[src/sv/kpd_pkg.sv]
// Shared types, constants and decode helpers for the keypad debounce block.
package kpd_pkg;

  typedef enum logic [1:0] {
    PHASE_UP      = 2'd0,
    PHASE_FALLING = 2'd1,
    PHASE_DOWN    = 2'd2,
    PHASE_RISING  = 2'd3
  } phase_t;

  typedef enum logic [1:0] {
    CLASS_NONE  = 2'd0,
    CLASS_SHORT = 2'd1,
    CLASS_LONG  = 2'd2
  } press_class_t;

  typedef enum logic {
    KIND_SCAN = 1'b0,
    KIND_READ = 1'b1
  } kind_t;

  typedef enum logic {
    REG_DEBOUNCE_TICKS   = 1'b0,
    REG_LONG_PRESS_TICKS = 1'b1
  } reg_index_t;

  localparam logic [7:0] HOLD_LIMIT          = 8'd200;
  localparam logic [7:0] IDLE_LIMIT          = 8'd4;
  localparam logic [7:0] DEBOUNCE_TICKS_RST  = 8'd3;
  localparam logic [7:0] LONG_PRESS_TICKS_RST = 8'd100;
  localparam logic [4:0] KEY_NONE            = 5'd0;

  // Maps a one-hot nibble to its bit position in the low two bits; the top bit is low for any other pattern.
  function automatic logic [2:0] one_hot_index(input logic [3:0] v);
    logic [2:0] r;
    case (v)
      4'b0001: r = 3'b100;
      4'b0010: r = 3'b101;
      4'b0100: r = 3'b110;
      4'b1000: r = 3'b111;
      default: r = 3'b000;
    endcase
    return r;
  endfunction

  // Key number 1..16 from column and row samples, zero when either is not one-hot.
  function automatic logic [4:0] decode_key(input logic [3:0] col, input logic [3:0] row);
    logic [2:0] c;
    logic [2:0] r;
    c = one_hot_index(col);
    r = one_hot_index(row);
    if (c[2] && r[2]) begin
      return {1'b0, r[1:0], c[1:0]} + 5'd1;
    end
    return KEY_NONE;
  endfunction

endpackage

[src/sv/kpd_if.sv]
// Handshake interfaces for the keypad debounce block: scan input, status output, configuration.
interface kpd_in_if;
  logic       valid;
  logic       ready;
  logic       kind;
  logic [3:0] column_sense;
  logic [3:0] row_sense;
  modport source (output valid, output kind, output column_sense, output row_sense,
                  input ready);
  modport sink (input valid, input kind, input column_sense, input row_sense,
                output ready);
endinterface

interface kpd_out_if;
  logic       valid;
  logic       ready;
  logic [4:0] key_code;
  logic       key_ready;
  logic [1:0] press_class;
  modport source (output valid, output key_code, output key_ready, output press_class,
                  input ready);
  modport sink (input valid, input key_code, input key_ready, input press_class,
                output ready);
endinterface

interface kpd_cfg_if;
  logic       valid;
  logic       ready;
  logic       index;
  logic [7:0] data;
  modport source (output valid, output index, output data, input ready);
  modport sink (input valid, input index, input data, output ready);
endinterface

[src/sv/keypad_debounce_press_classifier.sv]
// Top level of the 4x4 keypad scanner with debounce and short/long press classification.
//
//   channel | modport | word carries
//   --------+---------+------------------------------------------------
//   cfg     | sink    | index (0 debounce_ticks, 1 long_press_ticks), data
//   src     | sink    | kind, column_sense, row_sense
//   res     | source  | key_code, key_ready, press_class
//
// Every input word is handled in the cycle it is accepted: the debounce state
// is updated at that edge and the status word lands in the result register,
// so one word per cycle is sustained while the consumer takes the results.
// The only thing that holds the input back is a full result register that the
// consumer has not taken; a new word is accepted in the same cycle the old one
// leaves. Synchronous reset returns the machine to the up phase, clears all
// counters and flags, and loads the register defaults. Configuration writes
// are always taken.
module keypad_debounce_press_classifier (
  input logic clk,
  input logic rst,
  kpd_cfg_if.sink cfg,
  kpd_in_if.sink src,
  kpd_out_if.source res
);
  import kpd_pkg::*;

  // Configuration registers.
  logic [7:0] debounce_ticks;
  logic [7:0] long_press_ticks;

  // Debounce and classification state.
  phase_t       phase;
  phase_t       phase_next;
  logic [8:0]   debounce_count;
  logic [8:0]   debounce_count_next;
  logic [7:0]   hold_count;
  logic [7:0]   hold_count_next;
  logic [4:0]   latched_key;
  logic [4:0]   latched_key_next;
  logic         ready_flag;
  logic         ready_flag_next;
  press_class_t press_state;
  press_class_t press_state_next;

  // Result register.
  logic         out_valid;
  logic [4:0]   out_key;
  logic         out_ready_flag;
  press_class_t out_class;

  logic [4:0] key;
  logic [7:0] hold_inc;
  logic [8:0] debounce_step;
  logic       settled;
  logic       accept;
  logic       scan;
  logic       read;

  assign cfg.ready = 1'b1;

  // The result register frees up either when empty or when its word is taken now.
  assign src.ready = !out_valid || res.ready;
  assign accept    = src.valid && src.ready;
  assign scan      = accept && (src.kind == KIND_SCAN);
  assign read      = accept && (src.kind == KIND_READ);

  assign key      = decode_key(src.column_sense, src.row_sense);
  assign hold_inc = hold_count + 8'd1;

  // Stable-tick count after this tick: a press counts up in the up phase and a
  // release counts up in the down phase; anything else starts over.
  assign debounce_step = ((phase == PHASE_UP && key != KEY_NONE) ||
                          (phase == PHASE_DOWN && key == KEY_NONE)) ?
                         debounce_count + 9'd1 : 9'd0;

  // A press in the up phase or a release in the down phase is accepted once
  // the updated stable-tick count passes the debounce setting.
  assign settled = (debounce_step > {1'b0, debounce_ticks});

  // Next phase of the debounce machine.
  always_comb begin
    phase_next = phase;
    case (phase)
      PHASE_UP: begin
        if (settled) begin
          phase_next = PHASE_FALLING;
        end
      end
      PHASE_FALLING: begin
        phase_next = PHASE_DOWN;
      end
      PHASE_DOWN: begin
        if (settled) begin
          phase_next = PHASE_RISING;
        end
      end
      PHASE_RISING: begin
        phase_next = PHASE_UP;
      end
      default: begin
        phase_next = PHASE_UP;
      end
    endcase
  end

  // Counters, latched key, ready flag and press class for one scan tick.
  always_comb begin
    debounce_count_next = debounce_count;
    hold_count_next     = hold_count;
    latched_key_next    = latched_key;
    ready_flag_next     = ready_flag;
    press_state_next    = press_state;
    case (phase)
      PHASE_UP: begin
        if (key != KEY_NONE) begin
          debounce_count_next = debounce_count + 9'd1;
        end else begin
          // Idle ticks count up in the hold counter; after five of them the
          // latched key is dropped.
          debounce_count_next = '0;
          if (hold_inc > IDLE_LIMIT) begin
            latched_key_next = KEY_NONE;
            hold_count_next  = '0;
          end else begin
            hold_count_next = hold_inc;
          end
        end
        if (settled) begin
          debounce_count_next = '0;
          press_state_next    = CLASS_NONE;
          latched_key_next    = key;
        end
      end
      PHASE_FALLING: begin
        ready_flag_next = 1'b1;
      end
      PHASE_DOWN: begin
        if (key == KEY_NONE) begin
          debounce_count_next = debounce_count + 9'd1;
        end else begin
          // Any key still down keeps the hold going, saturating at the limit.
          debounce_count_next = '0;
          if (hold_count < HOLD_LIMIT) begin
            hold_count_next = hold_inc;
          end
          if (hold_count_next >= long_press_ticks) begin
            press_state_next = CLASS_LONG;
          end
        end
        if (settled) begin
          debounce_count_next = '0;
          press_state_next    = CLASS_NONE;
        end
      end
      default: begin
        // Rising edge of the release: a hold under half the long setting is short.
        if (hold_count < {1'b0, long_press_ticks[7:1]}) begin
          press_state_next = CLASS_SHORT;
        end
        hold_count_next = '0;
      end
    endcase
  end

  always_ff @(posedge clk) begin
    if (rst) begin
      debounce_ticks   <= DEBOUNCE_TICKS_RST;
      long_press_ticks <= LONG_PRESS_TICKS_RST;
    end else if (cfg.valid && cfg.ready) begin
      case (cfg.index)
        REG_DEBOUNCE_TICKS:   debounce_ticks   <= cfg.data;
        REG_LONG_PRESS_TICKS: long_press_ticks <= cfg.data;
        default: ;
      endcase
    end
  end

  always_ff @(posedge clk) begin
    if (rst) begin
      phase          <= PHASE_UP;
      debounce_count <= '0;
      hold_count     <= '0;
      latched_key    <= KEY_NONE;
      ready_flag     <= 1'b0;
      press_state    <= CLASS_NONE;
    end else if (scan) begin
      phase          <= phase_next;
      debounce_count <= debounce_count_next;
      hold_count     <= hold_count_next;
      latched_key    <= latched_key_next;
      ready_flag     <= ready_flag_next;
      press_state    <= press_state_next;
    end else if (read) begin
      ready_flag <= 1'b0;
    end
  end

  // A read reports the status as it stands before the ready flag is cleared;
  // a scan tick reports the status after its update.
  always_ff @(posedge clk) begin
    if (rst) begin
      out_valid <= 1'b0;
    end else if (accept) begin
      out_valid <= 1'b1;
    end else if (res.ready) begin
      out_valid <= 1'b0;
    end
  end

  always_ff @(posedge clk) begin
    if (read) begin
      out_key        <= latched_key;
      out_ready_flag <= ready_flag;
      out_class      <= press_state;
    end else if (scan) begin
      out_key        <= latched_key_next;
      out_ready_flag <= ready_flag_next;
      out_class      <= press_state_next;
    end
  end

  assign res.valid       = out_valid;
  assign res.key_code    = out_key;
  assign res.key_ready   = out_ready_flag;
  assign res.press_class = out_class;

endmodule

[src/flat_wrapper.sv]
// flat-port wrapper written by rule: the top's interface ports become plain ports
module keypad_debounce_press_classifier_flat import kpd_pkg::*;
  (clk, rst, cfg_valid, cfg_index, cfg_data, cfg_ready, src_valid, src_kind, src_column_sense, src_row_sense, src_ready, res_valid, res_key_code, res_key_ready, res_press_class, res_ready);
  kpd_cfg_if cfg_i ();
  kpd_in_if src_i ();
  kpd_out_if res_i ();
  input logic clk;
  input logic rst;
  input wire logic [$bits(cfg_i.valid)-1:0] cfg_valid;
  input wire logic [$bits(cfg_i.index)-1:0] cfg_index;
  input wire logic [$bits(cfg_i.data)-1:0] cfg_data;
  output wire logic [$bits(cfg_i.ready)-1:0] cfg_ready;
  input wire logic [$bits(src_i.valid)-1:0] src_valid;
  input wire logic [$bits(src_i.kind)-1:0] src_kind;
  input wire logic [$bits(src_i.column_sense)-1:0] src_column_sense;
  input wire logic [$bits(src_i.row_sense)-1:0] src_row_sense;
  output wire logic [$bits(src_i.ready)-1:0] src_ready;
  output wire logic [$bits(res_i.valid)-1:0] res_valid;
  output wire logic [$bits(res_i.key_code)-1:0] res_key_code;
  output wire logic [$bits(res_i.key_ready)-1:0] res_key_ready;
  output wire logic [$bits(res_i.press_class)-1:0] res_press_class;
  input wire logic [$bits(res_i.ready)-1:0] res_ready;
  assign cfg_i.valid = cfg_valid;
  assign cfg_i.index = cfg_index;
  assign cfg_i.data = cfg_data;
  assign cfg_ready = cfg_i.ready;
  assign src_i.valid = src_valid;
  assign src_i.kind = src_kind;
  assign src_i.column_sense = src_column_sense;
  assign src_i.row_sense = src_row_sense;
  assign src_ready = src_i.ready;
  assign res_valid = res_i.valid;
  assign res_key_code = res_i.key_code;
  assign res_key_ready = res_i.key_ready;
  assign res_press_class = res_i.press_class;
  assign res_i.ready = res_ready;
  keypad_debounce_press_classifier u_core (.clk(clk), .rst(rst), .cfg(cfg_i), .src(src_i), .res(res_i));
endmodule
[config.mk]
export PLATFORM = sky130hd
export DESIGN_NAME = keypad_debounce_press_classifier_flat
export DESIGN_NICKNAME = d
export VERILOG_FILES = /design/src/sv/kpd_pkg.sv /design/src/sv/kpd_if.sv /design/src/sv/keypad_debounce_press_classifier.sv /design/src/flat_wrapper.sv
export SDC_FILE = /design/constraint.sdc
export NUM_CORES = 1
export LEC_CHECK = 0
export BUFFER_PORTS_ARGS = -buffer_cell sky130_fd_sc_hd__buf_4
export CAP_MARGIN = 20
export CORE_MARGIN = 2
export CORE_UTILIZATION = 38
export CTS_CLUSTER_DIAMETER = 100
export DETAILED_ROUTE_END_ITERATION = 10
export GPL_ROUTABILITY_DRIVEN = 0
export GPL_TIMING_DRIVEN = 0
export SYNTH_ARGS = -nofsm -noshare
export SYNTH_HDL_FRONTEND = slang
export SYNTH_SLANG_ARGS = --single-unit
[constraint.sdc]
create_clock -name clk -period 5.6 [get_ports clk]
set_clock_uncertainty 0.1 [all_clocks]
set_input_delay 0.28 -clock clk [delete_from_list [all_inputs] [get_ports clk]]
set_output_delay 0.28 -clock clk [all_outputs]
set_load 0.02 [all_outputs]
==> impl_metrics.json, run 1 <==
{
  "cp-start-kind": "primary input",
  "grt_overflow_total": 0,
  "crit_chain": "buf_4 -> xnor2_1 -> or3_4 -> inv_1 -> ha_1 -> nand2_1 -> nor4_1 -> or3_4 -> o21ai_1 -> a211oi_1 -> nor2_1 -> ha_1 -> a211oi_1 -> o21ai_0 -> o21ai_0 -> nand2_1 -> a2111oi_2 -> o21ai_0 -> nand2_1",
  "ys.flop_type": "dfxtp_1",
  "yosys.area.top_type": "dfxtp_1",
  "setup_viol": 0,
  "min_path_type": "in2reg",
  "synth-edff-count": 8,
  "ys_warn_count": 0,
  "rsz0062_at_grt": "false",
  "cts_sinks": 52,
  "synth_area_mm2": 0.00343,
  "grt_max_degree": 17,
  "pwr-share-clk_pct": 30.1,
  "use_met3_pct": 2.70,
  "pwr-share-comb_pct": 14.8,
  "cts_made_buffers": 5,
  "worstSetupEndpointType": "flip-flop",
  "netlist.area_leader.share_pct": 25.7,
  "synthDistinctLibCells": 62,
  "crit_path_start": "src_column_sense[3]",
  "nets": 513,
  "min-delay-start": "cfg_data[1]",
  "wl_per_cell_um": 13.9,
  "synth_area_leaders": "dfxtp_1 26%, ha_1 11%, edfxtp_1 7.0%",
  "viasPerCell": 5.40,
  "core_mm2": 0.00872,
  "dp_hpwl_um": 6170,
  "crit_fanout": 6,
  "worstPathRequired_ns": 5.76,
  "grt-busiest-layer": "met2",
  "p_leak_uw": 0.00162,
  "area.growth.synth_to_final_pct": 13.2,
  "clkTransAtPathRegs_ns": 0.10,
  "cts_hold_buf": 0,
  "cts_tree": "done",
  "ir_worst_vdd_v": 0.000112,
  "finalCritPeriodShare_pct": 85.5,
  "vias": 3074,
  "crit_path_max_incr_delay_ns": 0.66,
  "cts_root_buffer": "clkbuf_8",
  "grt_use_met2_pct": 26.6,
  "slew_viol_final": 0,
  "ctsLongestPathBuffers": 2,
  "outcome": "finished, final reports clean",
  "worst_ep_arrival_time_ns": 4.95,
  "wl_um": 7910,
  "die_h_um": 99,
  "grt_pass1_wl_um": 13600,
  "dr.pass1.iters": 4,
  "fp-row-count": 34,
  "synth.avg_cell_area_um2": 8.13,
  "fin_tns_setup_ns": 0,
  "yosysMostFrequentCell": "nand2_1",
  "clkLatencyLatePin_ns": 0.31,
  "grt_use_met1_pct": 24.1,
  "critPathKind": "in2reg",
  "async_flop_share_pct": 0,
  "die_area_mm2": 0.00980,
  "p_per_area_mw_per_mm2": 184,
  "worst_slew_pin_slew_ns": 0.662,
  "die_x_um": 99,
  "finalWorstPathRequiredPeriod_ns": 4.79,
  "fillCellCount": 889,
  "drc": 0,
  "rr_startpoint": "u_core.phase[0]",
  "cts_setup_buffers": 0,
  "syn-instance-count": 422,
  "power_frac_seq_pct": 55.1,
  "drt_iter0_markers": 133,
  "max_cap_viol_count": 0,
  "io_buffers": 30,
  "gr-usage-all-layers_pct": 16.7,
  "drive_gt1_share_pct": 11.5,
  "hold_viol_final": 0,
  "netSwitchingPower_uw": 196,
  "cts_resized": 0,
  "antenna_found_initial": 0,
  "ys_ff_latch": 52,
  "fmax_mhz": 209,
  "synthTopCellsByCount": "60 x nand2_1, 44 x dfxtp_1, 36 x a21oi_1",
  "initial_utilization_pct": 39.3,
  "antenna_cells": 0,
  "synth_fp_nets": 475,
  "grt_pass1_vias": 2861,
  "ant_nets": 0,
  "h-tree-depth": 2,
  "crit_path_top_delay_cell": "a2111oi_2",
  "ioPinCount": 34,
  "intPower_uw": 519,
  "synth_seq_area_share_pct": 32.7,
  "hold_ws_ns": 0.0962,
  "p_sw_share_pct": 27.4,
  "slew-limit-headroom_pct": 55.8
}
-- layout make-up --
class                           count  area, µm²  share of cell area (%)
Clock buffer                        5       68.8                    1.77
Sequential cell                    52       1120                    28.9
Multi-Input combinational cell    325       2120                    54.7
Tap cell                          108        135                    3.48
Clock inverter                      3       18.8                   0.483
Buffer                             17       78.8                    2.03
Inverter                           28        105                    2.71
Timing Repair Buffer               31        230                    5.93
-- logic make-up (layout without fill, tap and decap cells) --
| logic type | count (synthesis) | in the layout | share of synthesized area, % |
|---|---|---|---|
| AOI/OAI and AO/OA | 116 | 116 | 22.5 |
| xor gates and xnor gates | 14 | 14 | 3.58 |
| adders and majority gates | 30 | 30 | 10.9 |
| buffers and inverters | 45 | 84 | 5.36 |
| DFF | 52 | 52 | 32.7 |
| muxes | 2 | 2 | 0.620 |
| other | 1 | 1 | 0.109 |
| and+or+nand+nor | 162 | 162 | 24.2 |
-- placed cells by master, fill, tap and decap left out, drive strengths merged, types with 6 or more instances in the layout --
cell	instances
nand2	60
nand2b	6
dfxtp	44
or3	6
and2	11
nor3	7
a211oi	10
o21ai	21
clkbuf	17
buf	36
edfxtp	8
nand3	15
ha	30
nor2	26
nand3b	6
o21a	8
a21oi	36
a22o	9
xnor2	9
inv	28
-- final timing paths --
kind                                endpoint  slack [ns]  depth (start not counted)
setup / recovery    u_core.debounce_count[4]        0.81                         19
hold / removal      u_core.debounce_ticks[1]         0.1                          2
setup reg to reg    u_core.debounce_count[4]        1.08                         15
hold reg to reg   u_core.long_press_ticks[1]        0.36                          2
-- through the flow --
stage	setup slack (ns)	utilization, %	instances	total power [µW]	instance area (µm²)
after floorplan	1.43	-	422	470	3430
after global placement	0.520	43.5	560	507	3790
after detailed placement	0.504	43.5	560	509	3790
after CTS	0.800	44.5	568	721	3880
after global routing	0.242	44.5	569	749	3880
final	0.811	44.5	569	715	3880
-- critical path: cells and delay by family --
family	cells	cell delay (ns)
compound gates	7	2.37
fa+ha+maj	2	0.52
simple gates	7	1.47
xor+xnor	1	0.11
buf+inv	2	0.20
-- sequential cells by signal, indices dropped and copies added, names as in the netlist --
signal                   flops
u_core.debounce_count        9
u_core.latched_key           5
u_core.res.valid             1
u_core.hold_count            8
u_core.press_state           2
u_core.ready_flag            1
u_core.debounce_ticks        8
u_core.res.press_class       2
u_core.res.key_ready         1
u_core.phase                 2
u_core.long_press_ticks      8
u_core.res.key_code          5
-- metal layers --
layer / up-vias / routed length (µm)
li1: 1584 / -
met1: 1413 / 3960
met2: 69 / 3480
met3: 8 / 382
met4: 0 / 78
met5: - / 0
-- power groups by stage --
stage / logic, µW / clock network, µW / registers [µW]
after floorplan: 63.9 / 0 / 406
after global placement: 104 / 0 / 402
after detailed placement: 106 / 0 / 403
after CTS: 107 / 220 / 394
after global routing: 120 / 234 / 396
final: 106 / 215 / 394
No activity file was read; power rests on OpenSTA's default activity.
==> run 2: changes to the inputs <==
--- a/config.mk
+++ b/config.mk
@@ -5,12 +5,13 @@
 export SDC_FILE = /design/constraint.sdc
 export NUM_CORES = 1
 export LEC_CHECK = 0
-export BUFFER_PORTS_ARGS = -buffer_cell sky130_fd_sc_hd__buf_4
+export ABC_AREA = 1
 export CAP_MARGIN = 20
 export CORE_MARGIN = 2
 export CORE_UTILIZATION = 38
 export CTS_CLUSTER_DIAMETER = 100
 export DETAILED_ROUTE_END_ITERATION = 10
+export DONT_BUFFER_PORTS = 1
 export GPL_ROUTABILITY_DRIVEN = 0
 export GPL_TIMING_DRIVEN = 0
 export SYNTH_ARGS = -nofsm -noshare
==> run 2 against run 1 <==
  * Via count is 3.4% higher
  * First-iteration DRC count is 11% higher
  * Register-to-register slack better by 0.91 ns
  * Synthesized area is 5.0% higher
  * Cell count is 14% higher
==> impl_metrics.json, run 2 <==
{
  "finalCritPeriodShare_pct": 64.5,
  "ys_warn_count": 0,
  "initial_utilization_pct": 39.0,
  "antenna_found_initial": 0,
  "critPathKind": "reg2reg",
  "viasPerCell": 4.90,
  "cts_hold_buf": 5,
  "h-tree-depth": 2,
  "synth_area_leaders": "dfxtp_1 24%, nand2_1 12%, ha_1 10%",
  "netlist.area_leader.share_pct": 24.5,
  "crit_path_max_incr_delay_ns": 0.38,
  "dr.pass1.iters": 4,
  "synth.avg_cell_area_um2": 7.10,
  "min_path_type": "in2reg",
  "synth_area_mm2": 0.00360,
  "cts_tree": "done",
  "syn-instance-count": 507,
  "slew_viol_final": 0,
  "fmax_mhz": 277,
  "top_register": "u_core.debounce_count",
  "fillCellCount": 948,
  "yosys.area.top_type": "dfxtp_1",
  "layout_common_cells": "118 x nand2_1, 71 x inv_1, 44 x nor2_1, 44 x dfxtp_1, 34 x nand3_1",
  "grt_overflow_total": 0,
  "clkTransAtPathRegs_ns": 0.10,
  "ioPinCount": 34,
  "synthDistinctLibCells": 44,
  "crit_fanout": 10,
  "rrSetupSlack_ns": 1.99,
  "cts_root_buffer": "clkbuf_8",
  "wl_um": 8250,
  "rsz0062_at_grt": "false",
  "cts_setup_buffers": 0,
  "yosysMostFrequentCell": "nand2_1",
  "hold_viol_final": 0,
  "crit_path_frequent_cell": "nand2_1",
  "synthTopCellsByCount": "118 x nand2_1, 71 x inv_1, 44 x dfxtp_1, 44 x nor2_1, 34 x nand3_1",
  "drc": 0,
  "cp-start-kind": "flip-flop",
  "grt_pass1_wl_um": 13900,
  "wl_per_cell_um": 12.7,
  "clkLatencyLatePin_ns": 0.31,
  "worst_slew_pin_slew_ns": 0.598,
  "p_per_area_mw_per_mm2": 203,
  "antenna_cells": 0,
  "ys_ff_latch": 52,
  "fp-row-count": 35,
  "synth_fp_nets": 560,
  "largest_reg_flops": 9,
  "worstPathRequired_ns": 5.56,
  "worstSetupEndpointType": "flip-flop",
  "synth_seq_area_share_pct": 31.1,
  "final_common_cell": "nand2_1",
  "fin_tns_setup_ns": 0,
  "die_area_mm2": 0.0103,
  "p_leak_uw": 0.00178,
  "crit_chain": "inv_1 -> ha_1 -> clkbuf_1 -> inv_1 -> nand2_4 -> nand2_2 -> nor2_1 -> ha_1 -> a21oi_1 -> o21ai_0 -> nand2_1 -> nand2_1 -> nand2_1 -> nand2_1 -> nand2_1 -> nand2_4 -> inv_2 -> nand2_1 -> nand3_1 -> nand2_1 -> nand2_1 -> nand2_1",
  "outcome": "finished, final reports clean",
  "slew-limit-headroom_pct": 60.2,
  "ir_worst_vdd_v": 0.000142,
  "dp_hpwl_um": 6390,
  "die_x_um": 101,
  "cp_top_family": "simple AND/OR/NAND/NOR gates",
  "core_mm2": 0.00924,
  "ant_nets": 0,
  "grt_max_degree": 16,
  "gr-usage-all-layers_pct": 17.0,
  "die_h_um": 101,
  "nets": 572,
  "vias": 3180,
  "async_flop_share_pct": 0,
  "drive_gt1_share_pct": 7.50,
  "max_cap_viol_count": 0,
  "drt_iter0_markers": 148,
  "crit_path_top_delay_cell": "clkbuf_1",
  "io_buffers": 0,
  "cts_made_buffers": 5,
  "ys.flop_type": "dfxtp_1",
  "grt_pass1_vias": 3110,
  "cts_sinks": 52,
  "finalWorstPathRequiredPeriod_ns": 3.61,
  "ctsLongestPathBuffers": 2,
  "worst_ep_arrival_time_ns": 3.57,
  "cts_resized": 0,
  "setup_viol": 0,
  "hold_ws_ns": 0.0639,
  "cp_num_buf_inv": 4,
  "area.growth.synth_to_final_pct": 8.44,
  "synth-edff-count": 8
}
==> run 2: cell types whose count changed after synthesis, sizes merged, moves of 9 or more <==
cell   before  now
nor2       26   47
and2       11    0
xnor2       9    0
inv        28   74
nand3      15   38
nand2      60  126
a22o        9    0
nand4       3   12
==> run 2: per-stage QoR <==
stage / std cells / total power, µW / setup slack (ns) / area [µm²] / util, %
2_1_floorplan: 507 / 536 / 2.45 / 3600 / -
3_3_place_gp: 636 / 566 / 2.04 / 3760 / 40.7
3_5_place_dp: 636 / 569 / 1.98 / 3760 / 40.7
4_1_cts: 649 / 805 / 2.02 / 3910 / 42.3
5_1_grt: 649 / 844 / 1.63 / 3910 / 42.3
6_report: 649 / 793 / 1.99 / 3910 / 42.3
==> run 2: final cells by class <==
type,instances,area (µm²),share of cell area (%)
flip-flops and latches,52,1120,28.7
clock inverters,1,6.26,0.160
clock buffers,7,86.3,2.21
plain buffers,13,57.6,1.47
repair buffers,5,50.0,1.28
inverters,76,287,7.34
multi-input cells,366,2140,54.7
well taps,129,161,4.13
==> run 2: final timing paths <==
kind / startpoint / end / cells after the start
worst max register to register: u_core.phase[1] / u_core.res.key_code[0] / 22
worst min register to register: u_core.debounce_count[8] / u_core.debounce_count[8] / 2
worst min-delay path: cfg_data[0] / u_core.long_press_ticks[0] / 2
worst max-delay path: u_core.phase[1] / u_core.res.key_code[0] / 22
==> run 2: power by group <==
group / internal, µW / leakage [µW] / switching (µW)
Combinational: 51.4 / 0.00129 / 90.8
Clock: 101 / 0.0000488 / 128
Sequential: 401 / 0.000441 / 21.4
Total: 553 / 0.00178 / 240
==> run 2: kinds of logic after synthesis <==
group                    synth area share (%)
other                                   0.104
AND/OR/NAND/NOR                          30.0
adder cells (fa/ha/maj)                  10.4
buffers and inverters                    9.55
flip-flops                               31.1
AO/OA/AOI/OAI                            16.4
XOR/XNOR                                 2.43
==> run 2: per-layer routing <==
metal / GRT usage (%) / vias up / routed length (µm)
met3: 3.11 / 12 / 290
li1: - / 1693 / -
met4: 4.89 / 0 / 103
met2: 28.7 / 52 / 3810
met5: 0 / - / 0
met1: 22.1 / 1423 / 4050
==> run 2: worst reg2reg max path: cells and delay by family (launching register included) <==
kind | cells | cell delay, ns
adder cells (fa/ha/maj) | 2 | 0.41
AND/OR/NAND/NOR | 14 | 1.36
buffers and inverters | 4 | 0.92
flip-flops | 1 | 0.34
AO/OA/AOI/OAI | 2 | 0.28
==> run 3: changes to the inputs <==
==> constraint.sdc (replaced) <==
create_clock -name clk -period 3.2 [get_ports clk]
set_clock_uncertainty 0.1 [all_clocks]
set_input_delay 0.16 -clock clk [delete_from_list [all_inputs] [get_ports clk]]
set_output_delay 0.16 -clock clk [all_outputs]
set_load 0.02 [all_outputs]
==> run 3 against run 2 <==
  * Sequential share of layout area fell by 1.1 points
  * Hold slack got worse by 0.0071 ns
  * Critical path depth fell by 3
  * Sequential power rose by 75%
  * Utilization rose by 2.2 points
  * Routed wire length rose by 3.3%
  * Clock power rose by 78%
  * First-iteration DRC count rose by 11%
  * Register-to-register slack got worse by 1.8 ns
  * Die area did not move
  * Combinational power rose by 91%
  * Highest routed layer unchanged
  * Maximum frequency rose by 22%
  * Critical endpoint is now u_core.res.press_class[0]
==> impl_metrics.json, run 3 (same netlist as run 2, synthesis figures left out) <==
{
  "fp-row-count": 35,
  "grt_pass1_wl_um": 14100,
  "h-tree-depth": 2,
  "crit_path_max_incr_delay_ns": 0.37,
  "slew-limit-headroom_pct": 59.7,
  "ir_worst_vdd_v": 0.000251,
  "cts_root_buffer": "clkbuf_8",
  "dp.cells": 636,
  "top_register": "u_core.debounce_count",
  "instances_no_fill": 663,
  "drive_gt1_share_pct": 12.0,
  "crit_path_frequent_cell": "nand2_1",
  "wl_per_cell_um": 12.9,
  "core_mm2": 0.00924,
  "worstPathRequired_ns": 3.13,
  "p_leak_uw": 0.00186,
  "initial_utilization_pct": 39.0,
  "finalCritPeriodShare_pct": 92.6,
  "grt_overflow_total": 0,
  "min_path_type": "in2reg",
  "worst_slew_pin_slew_ns": 0.604,
  "die_h_um": 101,
  "viasPerCell": 4.93,
  "grt-busiest-layer": "met2",
  "grt_use_met2_pct": 29.9,
  "drt_iter0_markers": 164,
  "cts_made_buffers": 5,
  "max_cap_viol_count": 0,
  "crit_chain": "inv_1 -> ha_1 -> inv_1 -> nand4_4 -> nand2_4 -> nor2_2 -> ha_1 -> nand2_1 -> o21ai_0 -> nand2_1 -> nand2_1 -> nand2_1 -> nand2_1 -> nand2_4 -> buf_4 -> nand4_1 -> nand4_1 -> nand2_1 -> o21ai_0",
  "dr.pass1.iters": 5,
  "ioPinCount": 34,
  "cp_num_buf_inv": 3,
  "ant_nets": 0,
  "largest_reg_flops": 9,
  "nets": 586,
  "die_area_mm2": 0.0103,
  "gr-usage-all-layers_pct": 17.3,
  "grt_use_met1_pct": 22.1,
  "crit_path_top_delay_cell": "dfxtp_2",
  "clkTransAtPathRegs_ns": 0.09,
  "crit_fanout": 8,
  "outcome": "finished, final reports clean",
  "clkLatencyLatePin_ns": 0.31,
  "finalWorstPathRequiredPeriod_ns": 2.96,
  "drc": 0,
  "cp_top_family": "simple AND/OR/NAND/NOR gates",
  "slew_viol_final": 0,
  "fmax_mhz": 337,
  "cts_tree": "done",
  "use_met3_pct": 2.90,
  "worst_ep_arrival_time_ns": 2.90,
  "p_per_area_mw_per_mm2": 345,
  "cts_sinks": 52,
  "wl_um": 8520,
  "grt_pass1_vias": 3176,
  "critPathKind": "reg2reg",
  "utilization_pct": 44.5,
  "hold_viol_final": 0,
  "area.growth.synth_to_final_pct": 14.0,
  "worstSetupEndpointType": "flip-flop",
  "antenna_cells": 0,
  "antenna_found_initial": 0,
  "setup_viol": 0,
  "ctsLongestPathBuffers": 2,
  "io_buffers": 0,
  "grt_max_degree": 16,
  "die_x_um": 101,
  "dp_hpwl_um": 6390,
  "layout_common_cells": "116 x nand2_1, 69 x inv_1, 41 x nor2_1, 38 x dfxtp_1, 33 x nand3_1",
  "cp-start-kind": "flip-flop",
  "vias": 3271,
  "final_common_cell": "nand2_1"
}
run 3: area by class of cell:
type	instances	area [µm²]
Buffer	12	55.1
Clock buffer	7	86.3
Clock inverter	1	6.26
Fill cell	924	5130
Inverter	76	292
Multi-Input combinational cell	366	2190
Sequential cell	52	1130
Tap cell	129	161
Timing Repair Buffer	20	180
run 3: timing repair:
action	4_1_cts	5_1_grt
setup endpoints to repair	23	18
setup buffers	3	5
endpoints found under the hold margin	17	0
resized for setup	2	26
hold buffers	12	0
pin swaps	1	7
run 3: report_power, final:
| group | internal [µW] | switching, µW |
|---|---|---|
| Combinational | 102 | 169 |
| Sequential | 702 | 37.7 |
| Clock | 177 | 230 |
run 3: layer usage:
layer	vias to the layer above	wire [µm]
li1	1717	-
met1	1487	4050
met2	55	4040
met3	12	327
met4	0	101
met5	-	0
run 3: path summary, 6_finish.rpt:
path | start | end | slack, ns | cells past startpoint
max | u_core.phase[0] | u_core.res.press_class[0] | 0.24 | 19
min reg2reg | u_core.debounce_count[8] | u_core.debounce_count[8] | 0.36 | 2
min | src_kind | u_core.ready_flag | 0.06 | 3
max reg2reg | u_core.phase[0] | u_core.res.press_class[0] | 0.24 | 19
run 3: worst min-delay path, cell delays in order:
cell and delay [ns]:
inv_1 0.03, nor2_1 0.07, a211oi_1 0.15
run 3: per-stage QoR:
step	worst slack (ns)	TNS, ns	hold WS [ns]	area (µm²)	power (µW)
CTS	0.0208	0	0.0573	4000	1420
global placement	-0.240	-1.56	0.193	3760	991
global route	-0.00329	-0.00329	0.107	4110	1500
detailed placement	-0.305	-2.99	0.198	3760	996
floorplan	0.174	0	0.186	3600	939
finish	0.236	0	0.0568	4110	1420
